--- src/design/hash_table_kv_store_macros.svh ---
// ============================================================================
// Assertion macros for the key-value table
// Shared wrappers that put the clock and the reset qualifier on each check.
// ============================================================================
`ifndef HASH_TABLE_KV_STORE_MACROS_SVH
`define HASH_TABLE_KV_STORE_MACROS_SVH

// Same-cycle implication, checked on every rising edge out of reset.
`define HKV_ASSERT_NOW(label, cond, prop, msg) \
    label: assert property (@(posedge aclk) disable iff (!aresetn) (cond) |-> (prop)) \
        else $error(msg);

// Next-cycle implication, checked on every rising edge out of reset.
`define HKV_ASSERT_NEXT(label, cond, prop, msg) \
    label: assert property (@(posedge aclk) disable iff (!aresetn) (cond) |=> (prop)) \
        else $error(msg);

`endif

--- src/design/hkv_pkg.sv ---
// ============================================================================
// Key-value table package
// Sizes, operation and status codes, and the request type queued between
// the front and back parts.
// ============================================================================
package hkv_pkg;

    // Table geometry; the depth is a power of two so the slot index wraps.
    localparam int TABLE_DEPTH = 1024;
    localparam int SLOT_W      = $clog2(TABLE_DEPTH);
    localparam int KEY_BYTES   = 8;

    // Field widths.
    localparam int OP_W     = 2;
    localparam int STATUS_W = 2;
    localparam int KEY_W    = 64;
    localparam int VAL_W    = 64;
    localparam int TAG_W    = KEY_W + 1;

    // Key bits that take part in hashing, storing and comparing.
    localparam logic [KEY_W-1:0] KEY_MASK =
        (KEY_BYTES >= 8) ? {KEY_W{1'b1}} : ((KEY_W'(1) << (8 * KEY_BYTES)) - KEY_W'(1));

    // Hash constants.
    localparam logic [63:0] HASH_SEED  = 64'd5381;
    localparam int          HASH_SHIFT = 5;

    // Probe window.
    localparam int CFG_W     = 4;
    localparam int PROBE_MAX = 8;
    localparam int CNT_W     = $clog2(PROBE_MAX + 1);
    localparam logic [CFG_W-1:0] PROBE_LIMIT_RESET = CFG_W'(5);

    // Request queue.
    localparam int QUEUE_DEPTH = 2;
    localparam int QPTR_W      = $clog2(QUEUE_DEPTH);
    localparam int QCNT_W      = $clog2(QUEUE_DEPTH + 1);

    // Operation codes.
    localparam logic [OP_W-1:0] OP_READ   = 2'd0;
    localparam logic [OP_W-1:0] OP_WRITE  = 2'd1;
    localparam logic [OP_W-1:0] OP_DELETE = 2'd2;

    // Status codes.
    localparam logic [STATUS_W-1:0] ST_OK        = 2'd0;
    localparam logic [STATUS_W-1:0] ST_NOT_FOUND = 2'd1;
    localparam logic [STATUS_W-1:0] ST_FULL      = 2'd2;

    // Register map.
    localparam int PADDR_W = 3;
    localparam logic [PADDR_W-3:0] REG_PROBE_LIMIT = 1'd0;

    // A classified request waiting for the back part.
    typedef struct packed {
        logic [OP_W-1:0]   op;
        logic [KEY_W-1:0]  key;
        logic [VAL_W-1:0]  value;
        logic [SLOT_W-1:0] start;
    } req_t;

endpackage

--- src/design/hkv_front.sv ---
// ============================================================================
// Request front end
// Accepts request transactions, masks the key and hashes it to a start slot.
// ============================================================================
module hkv_front
    import hkv_pkg::*;
(
    input  logic              init_done,
    input  logic              s_valid,
    output logic              s_ready,
    input  logic [OP_W-1:0]   s_operation,
    input  logic [KEY_W-1:0]  s_key,
    input  logic [VAL_W-1:0]  s_value,
    output logic              push_valid,
    input  logic              push_ready,
    output req_t              push_data
);

    // djb2 over the key bytes; only the slot bits of the hash are kept,
    // since the table depth is a power of two.
    function automatic logic [SLOT_W-1:0] slot_hash(input logic [KEY_W-1:0] k);
        logic [SLOT_W-1:0] h;
        logic [7:0]        b;
        logic [63:0]       sx;
        h = HASH_SEED[SLOT_W-1:0];
        for (int i = 0; i < KEY_BYTES; i++) begin
            b  = k[8*i +: 8];
            sx = {{56{b[7]}}, b};
            h  = (h << HASH_SHIFT) + h + sx[SLOT_W-1:0];
        end
        return h;
    endfunction

    logic [KEY_W-1:0] key_masked;

    assign key_masked = s_key & KEY_MASK;

    // Nothing is taken until the valid bits have been swept clear.
    assign s_ready    = init_done && push_ready;
    assign push_valid = s_valid && init_done;

    always_comb begin
        push_data.op    = s_operation;
        push_data.key   = key_masked;
        push_data.value = s_value;
        push_data.start = slot_hash(key_masked);
    end

endmodule

--- config.mk ---
export PLATFORM = sky130hd
export DESIGN_NAME = hkv_front
export DESIGN_NICKNAME = d
export VERILOG_FILES = /design/src/design/hash_table_kv_store_macros.svh /design/src/design/hkv_pkg.sv /design/src/design/hkv_front.sv
export SDC_FILE = /design/constraint.sdc
export NUM_CORES = 1
export LEC_CHECK = 0
export BUFFER_PORTS_ARGS = -buffer_cell sky130_fd_sc_hd__buf_2
export CORE_MARGIN = 10
export CORE_UTILIZATION = 46
export DETAILED_ROUTE_END_ITERATION = 6
export GPL_ROUTABILITY_DRIVEN = 1
export PLACE_DENSITY_LB_ADDON = 0.1
export REMOVE_ABC_BUFFERS = 1
export SYNTH_ARGS = -nofsm -noshare
export SYNTH_HDL_FRONTEND = slang
export SYNTH_SLANG_ARGS = --single-unit
--- constraint.sdc ---
create_clock -name vclk -period 11.3
set_clock_uncertainty 0.15 [all_clocks]
set_input_delay 0.565 -clock vclk [all_inputs]
set_output_delay 0.565 -clock vclk [all_outputs]
set_load 0.05 [all_outputs]
# Word-level counts from Yosys, hierarchy flattened
# Index checks and enable logic that the tools add are counted.
# word_totals
ff_bits,0
inputBits,133
out_inout_bits,142
# op_classes
addsub,15
n_reduce_logical,2
# ops
op,n
$add 10x10->10,14
$add 9x10->10 const A,1
$logic_and 1x1->1,2

# Logic depth before layout (Yosys ltp)
# depth
ltp_word,15
mapped_depth,43
depth_no_buf,43

# Worst setup path before layout
# OpenSTA, ideal clock, no wires.
# synth_path
kind,input -> output
from,input s_key[0]
to,output push_data[9] in the netlist's numbering
t_arrival_ps,9671
required_ps,10585
slack_ps,914
cell_stages,42
n_path_buf,0
cell_sequence,ha_1 -> ha_1 -> ha_1 -> inv_1 -> fa_1 -> xnor2_1 -> ha_1 -> ha_1 -> a21oi_1 -> nand2_1 -> a21o_1 -> a21o_1 -> xnor2_1 -> fa_1 -> inv_1 -> ha_1 -> or3_1 -> nand2_1 -> (+6 left out) -> inv_1 -> ha_1 -> xnor2_1 -> fa_1 -> inv_1 -> ha_1 -> o2111ai_1 -> nand3_1 -> nor2_1 -> xnor2_1 -> fa_1 -> ha_1 -> o21a_1 -> nor2_1 -> a21oi_1 -> xnor2_1 -> xnor2_1 -> xnor3_1
# synth_rtl
item,line_no,source
"start, declared",hkv_front.sv:12,"input logic [KEY_W-1:0] s_key,"
"end, declared",hkv_front.sv:16,output req_t push_data

==> summary.md <==
| Metric | Value |
|---|---|
| Gr usage total | `21.14%` |
| Die ar. | `0.01390 mm²` |
| Layout area overhead | `0.5675%` |
| Hold path depth | `0` |
| Hold Startpoint | `s_value[58]` |
| Avg Cell Area, Syn | `8.697 µm²` |
| WHS Endpoint | `push_data[68]` |
| DR DRC count | `0` |
| Least-Margin Pin Slew | `381.5 ps` |
| Yosys warning count | `0` |
| Worst Path Buf+Inv | `6` |
| Largest net degree at the start of global routing | `6` |
| PortBufs | `143` |
| First-pass GRT wire length | `22.05 mm` |
| Synth Instances | `507` |
| Outcome | `complete, no violations` |
| Vias in the first global route | `3394` |
| Met1 Usage GRT | `15.48%` |
| Sequential area share after synthesis | `0%` |
| Initial antenna violation count | `0` |
| Fmax | `92.57 MHz` |
| Core box area | `0.009284 mm²` |
| Row count | `35` |
| Setup TNS | `0 ps` |
| Most frequent cells in the layout | `142 x buf_2, 89 x ha_1, 51 x inv_1, 51 x xnor2_1, 34 x fa_1` |
| Crit start category | `primary input` |
| Max FO, Critical Path | `4` |
| Post-DP HPWL | `14.90 mm` |
| CP Data Required Time | `10590 ps` |
| GRT met2 Usage | `34.90%` |
| Total gr overflow | `0` |
| Io pins | `275` |
| Critical path class | `in2out` |
| Drt via density | `4.835` |
| Starting density of the core | `47.49%` |
| Post-CTS setup buffers | `0` |
| Pins Over Slew Limit | `0` |
| Clock buffer cells | `0` |
| # setup viols final | `0` |
| GRT met3 Usage | `26.52%` |
| Wire per inst | `23.77 µm` |
| Share of cells above drive strength 1 | `30.96%` |
| Die Y | `117.9 µm` |
| Worst hold path class | `in2out` |
| Most used routing layer | `met2` |
| GPL Wtd Cong | `0.8757` |
| Number of distinct library cells after synthesis | `28` |
| First-pass DRT Iterations | `4` |
| Most used cell, CP | `ha_1` |
| Iter 0 DRT Violations | `43` |
| Routed Antenna Nets | `0` |
| Relative slew margins | `74.38%` |
| Routed WL | `15.43 mm` |
| Mapped cell area | `0.004409 mm²` |
| Crit-path slowest cell | `fa_1` |
| Final nets | `782` |
| Period utilization | `95.60%` |
| Die width | `117.9 µm` |
| WP data arrival | `10090 ps` |
| Final Critical Period | `10800 ps` |
| # diodes | `0` |
| Number of sequential cells | `0` |
| Max-cap violations | `0` |
| Final hold violation count | `0` |
| Crit. End Element | `output pin` |
| CP delay by family, top | `adder cells` |
| Storage cell area | `0 µm²` |
| Most common cell after layout, fill and taps aside | `buf_2` |
| Vias | `3138` |
| Critical Path Max Stage Delay | `490 ps` |
-- routing by layer --
metal,part of all wire [%],routed length [µm]
met1,27,4112
met2,45,7018
met3,27,4132
met4,0.14,22
met5,0.90,139
-- synth_stat cells (all sizes together), types with 4 or more instances --
master  count  area (µm²)
xnor2      59       516.8
nor2b      11       68.82
inv        51       191.4
nand2       9       33.78
o21ai      13       65.06
a21oi      29       148.9
buf       130       975.9
fa         35       700.7
o21bai      7       52.55
nand3       5       25.02
o21a        4       30.03
ha         92        1151
nand2b      4       25.02
a21o       20       150.1
xor2       10       87.58
nor2       14       52.55
-- timing repair --
item / in CTS / in global routing
gates resized for setup: 0 / 20
setup endpoints to repair: 0 / 1
hold buffers: 0 / 0
-- cell type report --
cell class                      count  area (µm²)
Multi-Input combinational cell    326        3363
Inverter                           51       191.4
Fill cell                         982        4850
Timing Repair Buffer              143       718.2
Tap cell                          129       161.4
-- cells by family (layout without fill, tap and decap cells) --
| group | count (synthesis) | after routing | share of synthesized area (%) |
|---|---|---|---|
| AO/OA/AOI/OAI | 80 | 80 | 11.46 |
| buffers and inverters | 181 | 194 | 26.48 |
| XOR/XNOR | 71 | 71 | 14.73 |
| AND/OR/NAND/NOR | 48 | 48 | 5.335 |
| adder cells (fa/ha/maj) | 127 | 127 | 42.00 |
-- worst max path at each step --
stage,cells past startpoint,slack (ps),endpoint,startpoint
after CTS,44,50,push_data[9],s_key[0]
after detailed placement,44,110,push_data[9],s_key[0]
after global placement,44,200,push_data[9],s_key[0]
after global routing,41,-0.5,push_data[9],s_key[0]
after floorplan,42,910,push_data[9],s_key[0]
final,41,500,push_data[9],s_key[0]
-- stage by stage --
stage | std cells | util, % | cell area (µm²) | hold WS (ps) | setup slack [ps]
2_1_floorplan | 377 | - | 3433 | 980.0 | 914.3
3_3_place_gp | 649 | 46.43 | 4310 | 980.4 | 199.1
3_5_place_dp | 649 | 46.43 | 4310 | 980.4 | 108.0
4_1_cts | 649 | 46.43 | 4310 | 980.4 | 45.97
5_1_grt | 649 | 47.76 | 4434 | 980.2 | -0.4858
6_report | 649 | 47.76 | 4434 | 980.2 | 497.5
Power is left out: the tool's default activity adds up to more than one toggle a clock period on the data nets, which glitch-free logic cannot reach.
