==> src/design/hash_table_kv_store_macros.svh <==
// ============================================================================
// Assertion macros for the key-value table
// Shared wrappers that put the clock and the reset qualifier on each check.
// ============================================================================
`ifndef HASH_TABLE_KV_STORE_MACROS_SVH
`define HASH_TABLE_KV_STORE_MACROS_SVH

// Same-cycle implication, checked on every rising edge out of reset.
`define HKV_ASSERT_NOW(label, cond, prop, msg) \
    label: assert property (@(posedge aclk) disable iff (!aresetn) (cond) |-> (prop)) \
        else $error(msg);

// Next-cycle implication, checked on every rising edge out of reset.
`define HKV_ASSERT_NEXT(label, cond, prop, msg) \
    label: assert property (@(posedge aclk) disable iff (!aresetn) (cond) |=> (prop)) \
        else $error(msg);

`endif

==> src/design/hkv_pkg.sv <==
// ============================================================================
// Key-value table package
// Sizes, operation and status codes, and the request type queued between
// the front and back parts.
// ============================================================================
package hkv_pkg;

    // Table geometry; the depth is a power of two so the slot index wraps.
    localparam int TABLE_DEPTH = 1024;
    localparam int SLOT_W      = $clog2(TABLE_DEPTH);
    localparam int KEY_BYTES   = 8;

    // Field widths.
    localparam int OP_W     = 2;
    localparam int STATUS_W = 2;
    localparam int KEY_W    = 64;
    localparam int VAL_W    = 64;
    localparam int TAG_W    = KEY_W + 1;

    // Key bits that take part in hashing, storing and comparing.
    localparam logic [KEY_W-1:0] KEY_MASK =
        (KEY_BYTES >= 8) ? {KEY_W{1'b1}} : ((KEY_W'(1) << (8 * KEY_BYTES)) - KEY_W'(1));

    // Hash constants.
    localparam logic [63:0] HASH_SEED  = 64'd5381;
    localparam int          HASH_SHIFT = 5;

    // Probe window.
    localparam int CFG_W     = 4;
    localparam int PROBE_MAX = 8;
    localparam int CNT_W     = $clog2(PROBE_MAX + 1);
    localparam logic [CFG_W-1:0] PROBE_LIMIT_RESET = CFG_W'(5);

    // Request queue.
    localparam int QUEUE_DEPTH = 2;
    localparam int QPTR_W      = $clog2(QUEUE_DEPTH);
    localparam int QCNT_W      = $clog2(QUEUE_DEPTH + 1);

    // Operation codes.
    localparam logic [OP_W-1:0] OP_READ   = 2'd0;
    localparam logic [OP_W-1:0] OP_WRITE  = 2'd1;
    localparam logic [OP_W-1:0] OP_DELETE = 2'd2;

    // Status codes.
    localparam logic [STATUS_W-1:0] ST_OK        = 2'd0;
    localparam logic [STATUS_W-1:0] ST_NOT_FOUND = 2'd1;
    localparam logic [STATUS_W-1:0] ST_FULL      = 2'd2;

    // Register map.
    localparam int PADDR_W = 3;
    localparam logic [PADDR_W-3:0] REG_PROBE_LIMIT = 1'd0;

    // A classified request waiting for the back part.
    typedef struct packed {
        logic [OP_W-1:0]   op;
        logic [KEY_W-1:0]  key;
        logic [VAL_W-1:0]  value;
        logic [SLOT_W-1:0] start;
    } req_t;

endpackage

==> src/design/hkv_fifo.sv <==
// ============================================================================
// Request queue
// Short queue that lets the front and back parts stall independently.
// ============================================================================
module hkv_fifo
    import hkv_pkg::*;
(
    input  logic aclk,
    input  logic aresetn,
    input  logic push_valid,
    output logic push_ready,
    input  req_t push_data,
    output logic pop_valid,
    input  logic pop_ready,
    output req_t pop_data
);

    req_t              entry_reg [QUEUE_DEPTH];
    logic [QPTR_W-1:0] wr_ptr_reg, wr_ptr_next;
    logic [QPTR_W-1:0] rd_ptr_reg, rd_ptr_next;
    logic [QCNT_W-1:0] count_reg, count_next;
    logic              do_push;
    logic              do_pop;

    assign push_ready = (count_reg != QCNT_W'(QUEUE_DEPTH));
    assign pop_valid  = (count_reg != '0);
    assign pop_data   = entry_reg[rd_ptr_reg];
    assign do_push    = push_valid && push_ready;
    assign do_pop     = pop_valid && pop_ready;

    // Pointer and occupancy update.
    always_comb begin
        wr_ptr_next = wr_ptr_reg;
        rd_ptr_next = rd_ptr_reg;
        count_next  = count_reg;
        if (do_push) begin
            wr_ptr_next = (wr_ptr_reg == QPTR_W'(QUEUE_DEPTH - 1)) ? '0 : wr_ptr_reg + 1'b1;
        end
        if (do_pop) begin
            rd_ptr_next = (rd_ptr_reg == QPTR_W'(QUEUE_DEPTH - 1)) ? '0 : rd_ptr_reg + 1'b1;
        end
        if (do_push && !do_pop) begin
            count_next = count_reg + 1'b1;
        end else if (do_pop && !do_push) begin
            count_next = count_reg - 1'b1;
        end
    end

    always_ff @(posedge aclk) begin
        if (!aresetn) begin
            wr_ptr_reg <= '0;
            rd_ptr_reg <= '0;
            count_reg  <= '0;
        end else begin
            wr_ptr_reg <= wr_ptr_next;
            rd_ptr_reg <= rd_ptr_next;
            count_reg  <= count_next;
        end
    end

    // Entry storage.
    always_ff @(posedge aclk) begin
        if (do_push) begin
            entry_reg[wr_ptr_reg] <= push_data;
        end
    end

endmodule

==> config.mk <==
export PLATFORM = sky130hd
export DESIGN_NAME = hkv_fifo
export DESIGN_NICKNAME = d
export VERILOG_FILES = /design/src/design/hash_table_kv_store_macros.svh /design/src/design/hkv_pkg.sv /design/src/design/hkv_fifo.sv
export SDC_FILE = /design/constraint.sdc
export NUM_CORES = 1
export LEC_CHECK = 0
export BUFFER_PORTS_ARGS = -buffer_cell sky130_fd_sc_hd__clkbuf_2
export CORE_ASPECT_RATIO = 1.4
export CORE_MARGIN = 5
export CORE_UTILIZATION = 55
export CTS_CLUSTER_DIAMETER = 40
export DETAILED_ROUTE_END_ITERATION = 10
export PLACE_DENSITY = 0.83
export SETUP_SLACK_MARGIN = 0.5
export SYNTH_ARGS = -nofsm -noshare
export SYNTH_HDL_FRONTEND = slang
export SYNTH_SLANG_ARGS = --single-unit
==> constraint.sdc <==
create_clock -name aclk -period 9.4 [get_ports aclk]
set_input_delay 1.88 -clock aclk [delete_from_list [all_inputs] [get_ports aclk]]
set_output_delay 1.88 -clock aclk [all_outputs]
set_load 0.005 [all_outputs]
; ---- After elaboration in Yosys (flattened, before gate mapping)
; Memories as Yosys holds them, arrays and structs flattened. A register that Yosys moved wholly into a read port is not among the register bits.
; Index checks and enable logic that the tools add are counted.
[totals]
out_inout_bits = 142
mem_count = 1
elab_cells = 25
ramBits = 280
regBits = 4
input_bits = 144
[mem_list]
columns = memory, depth, word_bits, read_ports, rd_ports_with_merged_regs, wr, line
row1 = entry_reg, 2, 140, 1, 1, 1, hkv_fifo.sv:18  ; req_t entry_reg [QUEUE_DEPTH];
[classes]
muxes = 8
eq_ne = 1
n_addsub = 4
reduce_logical = 8
[op_table]
columns = op, count
row1 = $mux W1, 6
row2 = $logic_and A1 B1 Y1, 4
row3 = $mux W2, 2
row4 = $reduce_bool A2 Y1, 2
row5 = $add A1 B1 Y1 const B, 2
row6 = $add A2 B1 Y2 const B, 1
row7 = $logic_not A1 Y1, 2
row8 = $ne A2 B2 Y1 const B, 1
row9 = $sub A2 B1 Y2 const B, 1

; ---- Logic depth before layout (Yosys ltp)
; Gate-level depths: netlist (run 1).
[depth]
word_depth = 6
mapped_depth = 6
ltp_nobuf = 6

; ---- Least setup slack after synthesis (run 1)
; OpenSTA, ideal clock, no wires.
[synth_timing]
kind = input port to flip-flop
from = input port push_valid
to = memory entry_reg[1][0] (netlist name) (enable)
cell_stages = 1
required_ns = 8.883
path_slack_ns = 3.736
setup_ns = 0.517
arrival_ns = 5.147
n_path_buf = 0
cell_sequence = and3_1
[synth_via]
elab_chain_len = 3
[synth_lines]
columns = item, line
row1 = from (decl), hkv_fifo.sv:10  ; input logic push_valid,
row2 = $logic_and A1 B1 Y1, hkv_fifo.sv:28  ; assign do_push = push_valid && push_ready;
row3 = $mux W1, hkv_fifo.sv:63  ; if (do_push) begin
row4 = $mux W1 (not written as such), hkv_fifo.sv:64  ; entry_reg[wr_ptr_reg] <= push_data;
row5 = to (decl), hkv_fifo.sv:18
; Every way passes these cells.

==> results summary, run 1 <==
The worst hold path belongs to the class reg -> reg. The I/O pin count came out at 286. The count of nets left with antenna violations once routing finished came out at 0. The final cell count without fillers is about 1000.

The die area is roughly 23000 um2. The Yosys warning count came out at 0. The level count of the clock H-tree came out at 1. The number of gates given a new drive strength after cts came out at 0.

The final setup skew came out at 0.007836 ns. The clock latency on the worst-skew pair is roughly 0.51 ns. In the synthesized netlist the async set-or-reset flop fraction comes to 0. For this run, the leading register cell type out of synthesis is sky130_fd_sc_hd__edfxtp_1.

STA classifies the critical path startpoint as a flip-flop. Once detailed placement completed, the half-perimeter wirelength came to 14.20 mm. The post-synthesis sequential area ratio came out at 0.7906. The residual overflow from global routing came out at 0. The first-pass GRT wire length came out at about 31 mm. The detailed router's first-iteration violation count is roughly 230. The final core area utilization is 0.6882.

In the synthesized netlist, the number of instances is 460. Setup violations remaining at the end of the flow were counted as 0. CTS placed an instance of sky130_fd_sc_hd__clkbuf_16 at the clock tree root. The leakage dissipation is just over 0.005 uW. The antenna diode instance count came out at 0.

The total iterations of the first detailed-routing run is 4. When the netlist entered floorplanning its net count stood at ~600. The number of antenna violations at the first check in global routing is 4.

The average instance area after synthesis came out at roughly 23 um2. The worst-margin pin slew is 1.035 ns. The number of buffers added on ports is around 290. The number of hold-slack violations in the final timing report came out at 0. The placeable core region came out at 19220 um2. The max-slew violation count came out at 0.

The register with the most flip-flops in the layout has 280 of them. The global placement routability congestion came out at 0.7480. The via count of the first global-routing pass came out at slightly below 6000. In the final layout, the share of cells above drive strength 1 is 0.6026. The cts-stage hold buffer count came out at 0. The maximum clock frequency came out at approximately 220 MHz. The total routing usage reported by global routing is 0.1761.

The detailed router placed 5309 vias in this run. The flow ran to the end, and the final reports show no timing, DRC or antenna violations. The capturing element type of the critical path is a primary output. The count of max-cap constraint violations is 0. sky130_fd_sc_hd__edfxtp_1 is the most common cell in the netlist.

Row generation in the floorplan step produced 60 rows. The post-CTS setup-driven buffer insertion count is 0. The final cycle utilization of the critical path came out at 0.4881. The number of instances in the placed design is 981. After detailed routing, the average wire length per cell comes to ~20 um. The minimum clock period after layout is between 4 and 5 ns. Sorting the synthesized cells by area gives the leading types as sky130_fd_sc_hd__edfxtp_1, sky130_fd_sc_hd__mux2_4, sky130_fd_sc_hd__mux2_2, sky130_fd_sc_hd__buf_6, sky130_fd_sc_hd__dfxtp_1. The critical-path maximum fanout came out at 62. The critical path is of the reg -> out type. The post-route total power is approximately 3500 uW. The data arrival time at the worst-slack endpoint is approximately 2.7 ns.

The count of flip-flops with a built-in enable after synthesis is 280. The ratio of routed vias to standard cells came out at a little over 5. The power density relative to cell area is between 200 and 300 nW/um2. The overall routed net length came out at 20.46 mm.

The cell area after synthesis came out at around 11000 um2. Counting instances in the post-synthesis netlist gives the leading cell types as sky130_fd_sc_hd__edfxtp_1, sky130_fd_sc_hd__mux2_4, sky130_fd_sc_hd__mux2_2. The residual DRC count is 0. The setup TNS came out at 0 ns. Setup repair after global routing left no endpoint under its margin. After clock tree synthesis, the clock-pin slew on the worst setup and hold paths is 0.06 ns. The tree built by TritonCTS fans out to ~290 sinks. After the last flow step, the layout net total stands at about 910. The count of cell types in the netlist is 22.

The TritonCTS clock tree is built. The starting utilization of the core area is 0.5600. The data required time at the worst endpoint came out at ~7.5 ns. Clock tree synthesis inserted a total of 27 buffers. The pre-CTS setup slack came out at between 5 and 6 ns. The worst IR drop on VDD is roughly 290 uV.

The floorplan die width is around 130 um. sky130_fd_sc_hd__edfxtp_1 takes more of the synthesized area than any other cell. The final worst-path setup slack came out at slightly below 5 ns. Entering global routing, the biggest net connects between 70 and 80 pins. The worst slew margin relative to its limit is 0.3101.

The deepest clock path buffer count came out at 3. Compared with the post-synthesis result, the final layout area differs by 22.90%. Counting flops and latches in the post-synthesis netlist gives between 200 and 300.

The share of Yosys cell area claimed by the top area cell type is 0.7813. The height of the die came out at between 150 and 200 um.
metal layers:
metal,routed length (um),track usage,vias up
met5,55,0,-
met4,621,0.06062,8
met3,1933,0.06024,55
met2,10920,0.3178,240
met1,6926,0.1905,2578
li1,-,-,2428
cells by family (layout without fill, tap and decap cells):
kind of cell    Yosys count  count (layout)  synth area share
mux                     140             140            0.1814
xor+xnor                  3               3          0.002442
simple gates              9               9          0.006047
flops                   285             285            0.7906
buf+inv                  17             337           0.01511
fa+ha+maj                 1               1          0.001162
compound gates            5               5          0.003255
path summary, 6_finish.rpt:
kind / startpoint / to / slack [ns] / depth (start not counted)
max: flip-flop / pop_data[11] / 4.81 / 3
min: rd_ptr_reg / rd_ptr_reg / 0.59 / 2
min reg2reg: rd_ptr_reg / rd_ptr_reg / 0.59 / 2
max reg2reg: count_reg[0] / entry_reg[1][44] / 6.65 / 3
through the flow:
stage               cell area, um2  hold WS [ns]
finish                       13230        0.5913
global placement             12380        0.5309
global route                 13230        0.6151
floorplan                    10760        0.5124
CTS                          13230        0.5944
detailed placement           12380        0.5804
power breakdown:
group,internal [uW],switching (uW)
Sequential,1590,65.1
Combinational,451,376
Clock,609,420
layout by cell type, fill, tap and decap left out, types with 2 or more instances in the layout:
cell and instances:
sky130_fd_sc_hd__bufinv_16 3, sky130_fd_sc_hd__edfxtp_1 280, sky130_fd_sc_hd__clkinv_2 3, sky130_fd_sc_hd__clkbuf_2 285, sky130_fd_sc_hd__mux2_2 40, sky130_fd_sc_hd__buf_4 4, sky130_fd_sc_hd__clkbuf_1 7, sky130_fd_sc_hd__clkbuf_16 27
sky130_fd_sc_hd__mux2_4 100, sky130_fd_sc_hd__xnor2_1 2, sky130_fd_sc_hd__clkinv_1 5, sky130_fd_sc_hd__dfxtp_1 4, sky130_fd_sc_hd__and2_1 4, sky130_fd_sc_hd__inv_6 2
worst max-delay path, cell delays in order, from the launching register on:
cell and delay [ns]:
sky130_fd_sc_hd__dfxtp_4 0.68, sky130_fd_sc_hd__buf_4 0.86, sky130_fd_sc_hd__mux2_2 0.44, sky130_fd_sc_hd__clkbuf_2 0.12
final cells by class:
class	count	area (um2)
inverters	1	8.758
repair buffers	289	1456
fillers	1265	5992
clock inverters	13	141.4
multi-input cells	158	2096
flip-flops and latches	285	8512
well taps	248	310.3
clock buffers	34	701.9
(Power assumes the default switching activity.)
==> inputs of run 2 (changes only) <==
CORE_UTILIZATION = 47   (was 55)
PLACE_DENSITY = 0.75   (was 0.83)
clock period = 4.1 ns   (was 9.4 ns; I/O delays follow)
==> run 2 against run 1 <==
  * Count of clock-buffer cells in the layout decreased by 5
  * Worst setup slack got worse by 3.8 ns
  * Cell count increased by 5.9%
  * Largest cell class unchanged
  * Critical path depth unchanged
  * Die area increased by 16%
  * Critical path type unchanged
  * Design area increased by 2.4%
  * Sequential share of layout area decreased by 1.5 points
  * Critical endpoint is now pop_data[120]
  * Combinational power increased by 130%
  * Sequential cell count unchanged
==> results summary, run 2 (synthesis gave the netlist of run 1 again) <==
The length in cells of the worst reg-to-reg path came out at 4 (was 3). The share of layout cells above drive strength 1 is 0.6155 (was 0.6026). The switching part of the total power is 0.2461 (was 0.2452). The CTS sink count came out at 285 (unchanged). The worst-margin pin slew is 0.7904 ns (was 1.035 ns).

The detailed router's first-iteration violation count came out at 233 (was 228). The most common cell after layout, fill and taps aside is sky130_fd_sc_hd__clkbuf_2 (unchanged). The worst slew margin relative to its limit came to 0.4731 (was 0.3101). The leakage dissipation is 0.005290 uW (was 0.005193 uW). The global placement routability congestion is 0.7256 (was 0.7480). The proportion of power drawn by combinational gates is 0.225 (was 0.235). The final worst-path setup slack is 0.9896 ns (was 4.812 ns). Setup repair after global routing missed its margin: false (unchanged).

The count of final setup violators is 0 (unchanged). The largest incremental delay on the critical path is 0.78 ns (was 0.86 ns). The height of the die came to 189.0 um (was 175.5 um). Cell breakdown of the critical path: buf_4 > mux2_2 > clkbuf_2 (unchanged). The classification of the worst-slack hold path is in -> reg (was reg -> reg). The number of hold-slack violations in the final timing report is 0 (unchanged). The number of flip-flops in the largest register came out at 280 (unchanged). The power dissipated by switching net loads is 2082 uW (was 860.7 uW). The site row count came out at 65 (was 60). The total iterations of the first detailed-routing run came out at 4 (unchanged). The internal power consumption is 6379 uW (was 2650 uW). The worst IR drop on VDD is 459.3 uV (was 291.6 uV). The worst hold path startpoint is push_data[44] (was rd_ptr_reg). The number of buffers added on ports is 285 (unchanged). The clock input transition at the sequential cells of the worst setup and hold paths is 0.07 ns (was 0.06 ns). The number of nets in the layout came out at 911 (was 907).

The HPWL after detailed placement came out at 13.85 mm (was 14.20 mm). The cts-stage hold buffer count is 0 (unchanged). The number of buffers added by the clock tree synthesis step is 29 (was 27). The final cycle utilization of the critical path is 0.7586.

The power density relative to cell area is 624.9 nW/um2 (was 265.4 nW/um2). The final setup skew was 0.01233 ns (was 0.007836 ns). The die area was 26070 um2 (was 22500 um2). The number of gates given a new drive strength after cts came out at 0 (unchanged). The starting utilization of the core area is 0.4777 (was 0.5600). The portion of total power attributed to the clock network is 0.326 (was 0.293). The pin count of the biggest net entering global routing came out at 141 (was 73). The ratio of routed vias to standard cells is 4.822 (was 5.164). The post-route antenna net violation count came out at 0 (unchanged). The antenna diode instance count is 0 (unchanged). The reg-to-reg critical path endpoint is entry_reg[0][68] (was entry_reg[1][44]). Highest-count cells in the layout ignoring fill and taps: sky130_fd_sc_hd__clkbuf_2, sky130_fd_sc_hd__edfxtp_1, sky130_fd_sc_hd__mux2_4 (unchanged). The number of antenna violations at the first check in global routing is 0 (was 4). The critical path launch point type was a flip-flop (unchanged). The part of the total power dissipated in sequential elements came out at 0.450 (was 0.472). The placeable core region is 22530 um2 (was 19220 um2).

The max-slew violation count came out at 0 (unchanged). Outcome: finished clean (unchanged). The residual overflow from global routing is 0 (unchanged). The worst-case register-to-register setup slack came to 2.22 ns (was 6.65 ns). The via count of the first global-routing pass came out at 5737 (was 5859). The count of max-cap constraint violations was 0 (unchanged). The level count of the clock H-tree is 1 (unchanged). The data required time at the worst endpoint was 3.28 ns (was 7.52 ns). The clock latency on the worst-skew pair came out at 0.53 ns (was 0.51 ns). The data arrival time at the worst-slack endpoint is 2.29 ns (was 2.71 ns). The setup TNS is 0 ns (unchanged). The first-pass GRT wire length was 30.96 mm (was 30.88 mm). The deepest clock path buffer count is 3 (unchanged). The capturing element type of the critical path is a primary output (unchanged). The cell with the largest stage delay on the worst path is sky130_fd_sc_hd__dfxtp_4 (was sky130_fd_sc_hd__buf_4). The I/O pin count came to 286 (unchanged). The critical-path maximum fanout was 42 (was 62). The residual DRC count is 0 (unchanged).

The endpoint of the worst setup timing path was pop_data[120] (was pop_data[11]). The area overhead of the layout relative to synthesis came out at 25.80% (was 22.90%). The floorplan die width came out at 137.9 um (was 128.2 um). The post-CTS setup-driven buffer insertion count came to 0 (unchanged). The average routed wire per standard cell came out at 18.88 um (was 19.90 um). For the finished layout, the period the worst path requires is between 3 and 4 ns.

The pre-CTS setup slack came out at 1.500 ns (was 5.207 ns). The worst reg2reg path startpoint was count_reg[0] (unchanged). The number of inserted filler cells in the final layout is 1678 (was 1265). The overall routed net length is 20.56 mm (was 20.46 mm). The via count of the routed design was 5251 (was 5309). The TritonCTS clock tree is built (unchanged). The total routing usage reported by global routing was 0.1548 (was 0.1761).

The buffer cell driving the clock tree root is sky130_fd_sc_hd__clkbuf_16 (unchanged). The maximum clock frequency came out at ~320 MHz. The startpoint-to-endpoint class of the critical path is reg -> out (unchanged).
-- run 2: worst min path at each step --
| stage | end | slack [ns] | cells past startpoint |
|---|---|---|---|
| finish | entry_reg[0][44] | 0.47 | 1 |
| detailed placement | count_reg[1] | 0.55 | 2 |
| CTS | entry_reg[1][47] | 0.45 | 1 |
| global route | entry_reg[0][126] | 0.45 | 1 |
| global placement | count_reg[1] | 0.54 | 2 |
| floorplan | count_reg[1] | 0.51 | 2 |
-- run 2: critical path: cells and delay by family (launching register included) --
kind | cells | cell delay, ns
multiplexers | 1 | 0.39
buffers and inverters | 2 | 0.57
flip-flops | 1 | 0.78
-- run 2: per-stage QoR --
stage | power [uW] | area (um2) | cells | utilization | hold WS [ns]
final | 8460 | 13540 | 1089 | 0.6009 | 0.4744
after global routing | 8865 | 13540 | 1089 | 0.6009 | 0.4466
after CTS | 8584 | 13540 | 1089 | 0.6009 | 0.4478
after detailed placement | 5811 | 12510 | 1036 | 0.5555 | 0.5542
after global placement | 5775 | 12510 | 1036 | 0.5555 | 0.5375
after floorplan | 5090 | 10770 | 460 | - | 0.5124
-- run 2: routing by layer --
| metal | GRT usage | vias to the layer above | part of all wire |
|---|---|---|---|
| li1 | - | 2457 | - |
| met1 | 0.1717 | 2554 | 0.35 |
| met2 | 0.2818 | 202 | 0.53 |
| met3 | 0.04705 | 38 | 0.089 |
| met4 | 0.04677 | 0 | 0.026 |
| met5 | 0 | - | 0 |
-- run 2: area by class of cell --
cell class              instances  area, um2  share of cell area
flip-flops and latches        285       8512              0.6287
multi-input cells             158       2096              0.1548
repair buffers                291       1521              0.1124
clock buffers                  29      725.7             0.05360
well taps                     301      376.6             0.02782
clock inverters                24      299.0             0.02209
inverters                       1      7.507           0.0005545
-- run 2: power by group through the flow --
| stage | sequential [uW] | clock, uW | combinational (uW) |
|---|---|---|---|
| 6_report | 3800 | 2750 | 1900 |
| 5_1_grt | 3840 | 2970 | 2050 |
| 4_1_cts | 3810 | 2820 | 1950 |
| 3_5_place_dp | 3870 | 0 | 1940 |
| 3_3_place_gp | 3850 | 0 | 1920 |
| 2_1_floorplan | 3790 | 0 | 1300 |
==> inputs of run 3 (changes only) <==
clock period = 2.8 ns   (was 4.1 ns; I/O delays follow)
==> run 3 against run 2 <==
  * Register-to-register slack worse by 1.3 ns
  * Combinational power grew 73%
  * Sequential cell count is the same
  * Via count is 3.1% higher
  * Critical path depth up 1
  * Power increased by 52%
  * Global-route usage up 0.78 points
  * Cell count is 2.0% higher
  * Design area rose by 2.9%
  * Non-clock buffer count rose by 17
  * Count of clock-buffer cells in the layout is 7 higher
  * Critical path type unchanged
  * Largest cell class unchanged
==> results summary, run 3 (synthesis gave the netlist of run 1 again) <==
The cts-stage hold buffer count came to 0 (unchanged). The capturing element type of the critical path was a primary output (unchanged). The average routed wire per standard cell came to 19.53 um (was 18.88 um). The setup TNS came out at 0 ns (unchanged). The number of instances in the placed design is 1044 (was 1036). The final setup skew came out at 0.01520 ns (was 0.01233 ns).

The number of flip-flops in the largest register came out at 280 (unchanged). The power density relative to cell area came out at 925.2 nW/um2 (was 624.9 nW/um2). The residual DRC count was 0 (unchanged).

The total routing usage reported by global routing is 0.1626 (was 0.1548). The largest delay contributor family on the critical path is buffers and inverters (was flip-flops). The deepest clock path buffer count is 3 (unchanged).

Outcome: finished clean (unchanged). The number of hold-slack violations in the final timing report was 0 (unchanged). The TritonCTS clock tree is built (unchanged). The number of nets in the layout is 930 (was 911).

The worst-case register-to-register setup slack is 0.90 ns (was 2.22 ns). The leakage dissipation is 0.005488 uW (was 0.005290 uW). The clock latency on the worst-skew pair came to 0.54 ns (was 0.53 ns). The number of buffers added by the clock tree synthesis step is 31 (was 29).

The post-route antenna net violation count came out at 0 (unchanged). The final core area utilization came to 0.6183 (was 0.6009). The ratio of routed vias to standard cells was 4.875 (was 4.822). The number of inserted filler cells in the final layout was 1612 (was 1678). The worst-margin pin slew was 0.4501 ns (was 0.7904 ns).

The placeable core region came out at 22530 um2 (unchanged). The I/O pin count is 286 (unchanged). The total iterations of the first detailed-routing run came out at 4 (unchanged).

Setup repair after global routing missed its margin: true (was false). The data required time at the worst endpoint is 2.24 ns (was 3.28 ns). The classification of the worst-slack hold path was in -> reg (unchanged). The worst IR drop on VDD came out at 559.6 uV (was 459.3 uV).

The die area came out at 26070 um2 (unchanged). The starting utilization of the core area came to 0.4777 (unchanged). The pin count of the biggest net entering global routing is 79 (was 141).

The level count of the clock H-tree came out at 1 (unchanged). The most common cell after layout, fill and taps aside is sky130_fd_sc_hd__clkbuf_2 (unchanged). The site row count came out at 65 (unchanged). The via count of the first global-routing pass is 6090 (was 5737). The worst slew margin relative to its limit came out at 0.6993 (was 0.4731).

The share of layout cells above drive strength 1 was 0.6230 (was 0.6155). The count of final setup violators came out at 0 (unchanged). The number of antenna violations at the first check in global routing was 5 (was 0). The CTS sink count is 285 (unchanged). The height of the die came out at 189.0 um (unchanged). The startpoint-to-endpoint class of the critical path is reg -> out (unchanged). The count of max-cap constraint violations came out at 0 (unchanged).

Highest-count cells in the layout ignoring fill and taps: sky130_fd_sc_hd__clkbuf_2, sky130_fd_sc_hd__edfxtp_1, sky130_fd_sc_hd__mux2_4 (unchanged). The max-slew violation count was 0 (unchanged). The overall routed net length came to 21.70 mm (was 20.56 mm). The number of buffer and inverter stages on the critical path came to 3 (was 2).

The floorplan die width came out at 137.9 um (unchanged). The minimum clock period after layout came out at 2.277 ns. The buffer cell driving the clock tree root is sky130_fd_sc_hd__clkbuf_16 (unchanged).

The critical path launch point type is a flip-flop (unchanged). The global placement routability congestion came out at 0.7761 (was 0.7256). The final cell count without fillers is 1111 (was 1089). The detailed router's first-iteration violation count came to 192 (was 233). The first-pass GRT wire length came out at 32.68 mm (was 30.96 mm).

The cell with the largest stage delay on the worst path is sky130_fd_sc_hd__dfxtp_4 (unchanged). The HPWL after detailed placement was 15.09 mm (was 13.85 mm). The via count of the routed design is 5416 (was 5251). The maximum clock frequency is roughly 440 MHz. The clock input transition at the sequential cells of the worst setup and hold paths came out at 0.06 ns (was 0.07 ns). The number of buffers added on ports is 285 (unchanged).

The largest incremental delay on the critical path came out at 0.38 ns (was 0.78 ns). The residual overflow from global routing came out at 0 (unchanged). The data arrival time at the worst-slack endpoint came to 1.72 ns (was 2.29 ns). The area overhead of the layout relative to synthesis came out at 29.44% (was 25.80%). The critical-path maximum fanout is 8 (was 42). The final cycle utilization of the critical path came out at 0.8131. Cell breakdown of the critical path: buf_12 > buf_4 > mux2_2 > clkbuf_2 (was buf_4 > mux2_2 > clkbuf_2).
==> run 3: area by class of cell <==
type | instances | area [um2] | share of cell area
diodes | 1 | 2.502 | 0.0001796
flip-flops and latches | 285 | 8512 | 0.6111
inverters | 1 | 7.507 | 0.0005389
repair buffers | 308 | 1853 | 0.1330
multi-input cells | 158 | 2115 | 0.1518
clock inverters | 21 | 269.0 | 0.01931
clock buffers | 36 | 794.5 | 0.05704
well taps | 301 | 376.6 | 0.02704
==> run 3: metal layers <==
layer / part of all wire / GRT usage / vias up / routed length, um
li1: - / - / 2486 / -
met1: 0.33 / 0.1658 / 2668 / 7183
met2: 0.56 / 0.3098 / 201 / 12150
met3: 0.073 / 0.04466 / 53 / 1583
met4: 0.033 / 0.05817 / 8 / 710
met5: 0.0031 / 0 / - / 68
==> run 3: worst paths after layout <==
kind                       from          endpoint  cells past startpoint
setup / recovery      flip-flop       pop_data[6]                      4
hold / removal    push_data[78]  entry_reg[0][78]                      1
setup reg to reg   count_reg[0]  entry_reg[0][43]                      4
hold reg to reg      rd_ptr_reg         flip-flop                      2
==> run 3: where the power goes <==
group / total [uW] / internal, uW / switching (uW)
logic: 3290 / 1850 / 1430
clock network: 4110 / 2530 / 1590
registers: 5480 / 5330 / 154
==> run 3: stage by stage <==
stage                     instance area (um2)  power [uW]  hold slack [ns]  setup WS, ns
final                                   13930       12890           0.2095        0.5233
after global routing                    13930       13490           0.1789        0.4643
after CTS                               13870       13010           0.1776        0.4973
after detailed placement                12650        8640           0.5910        0.7033
after global placement                  12650        8540           0.5240        0.7162
after floorplan                         10770        7448           0.5124       -0.3574
==> run 3: repair_timing <==
| item | 4_1_cts | 5_1_grt |
|---|---|---|
| buffers inserted | 5 | 1 |
| gates cloned | 2 | 1 |
| setup endpoints to repair | 140 | 51 |
| resized for setup | 6 | 7 |
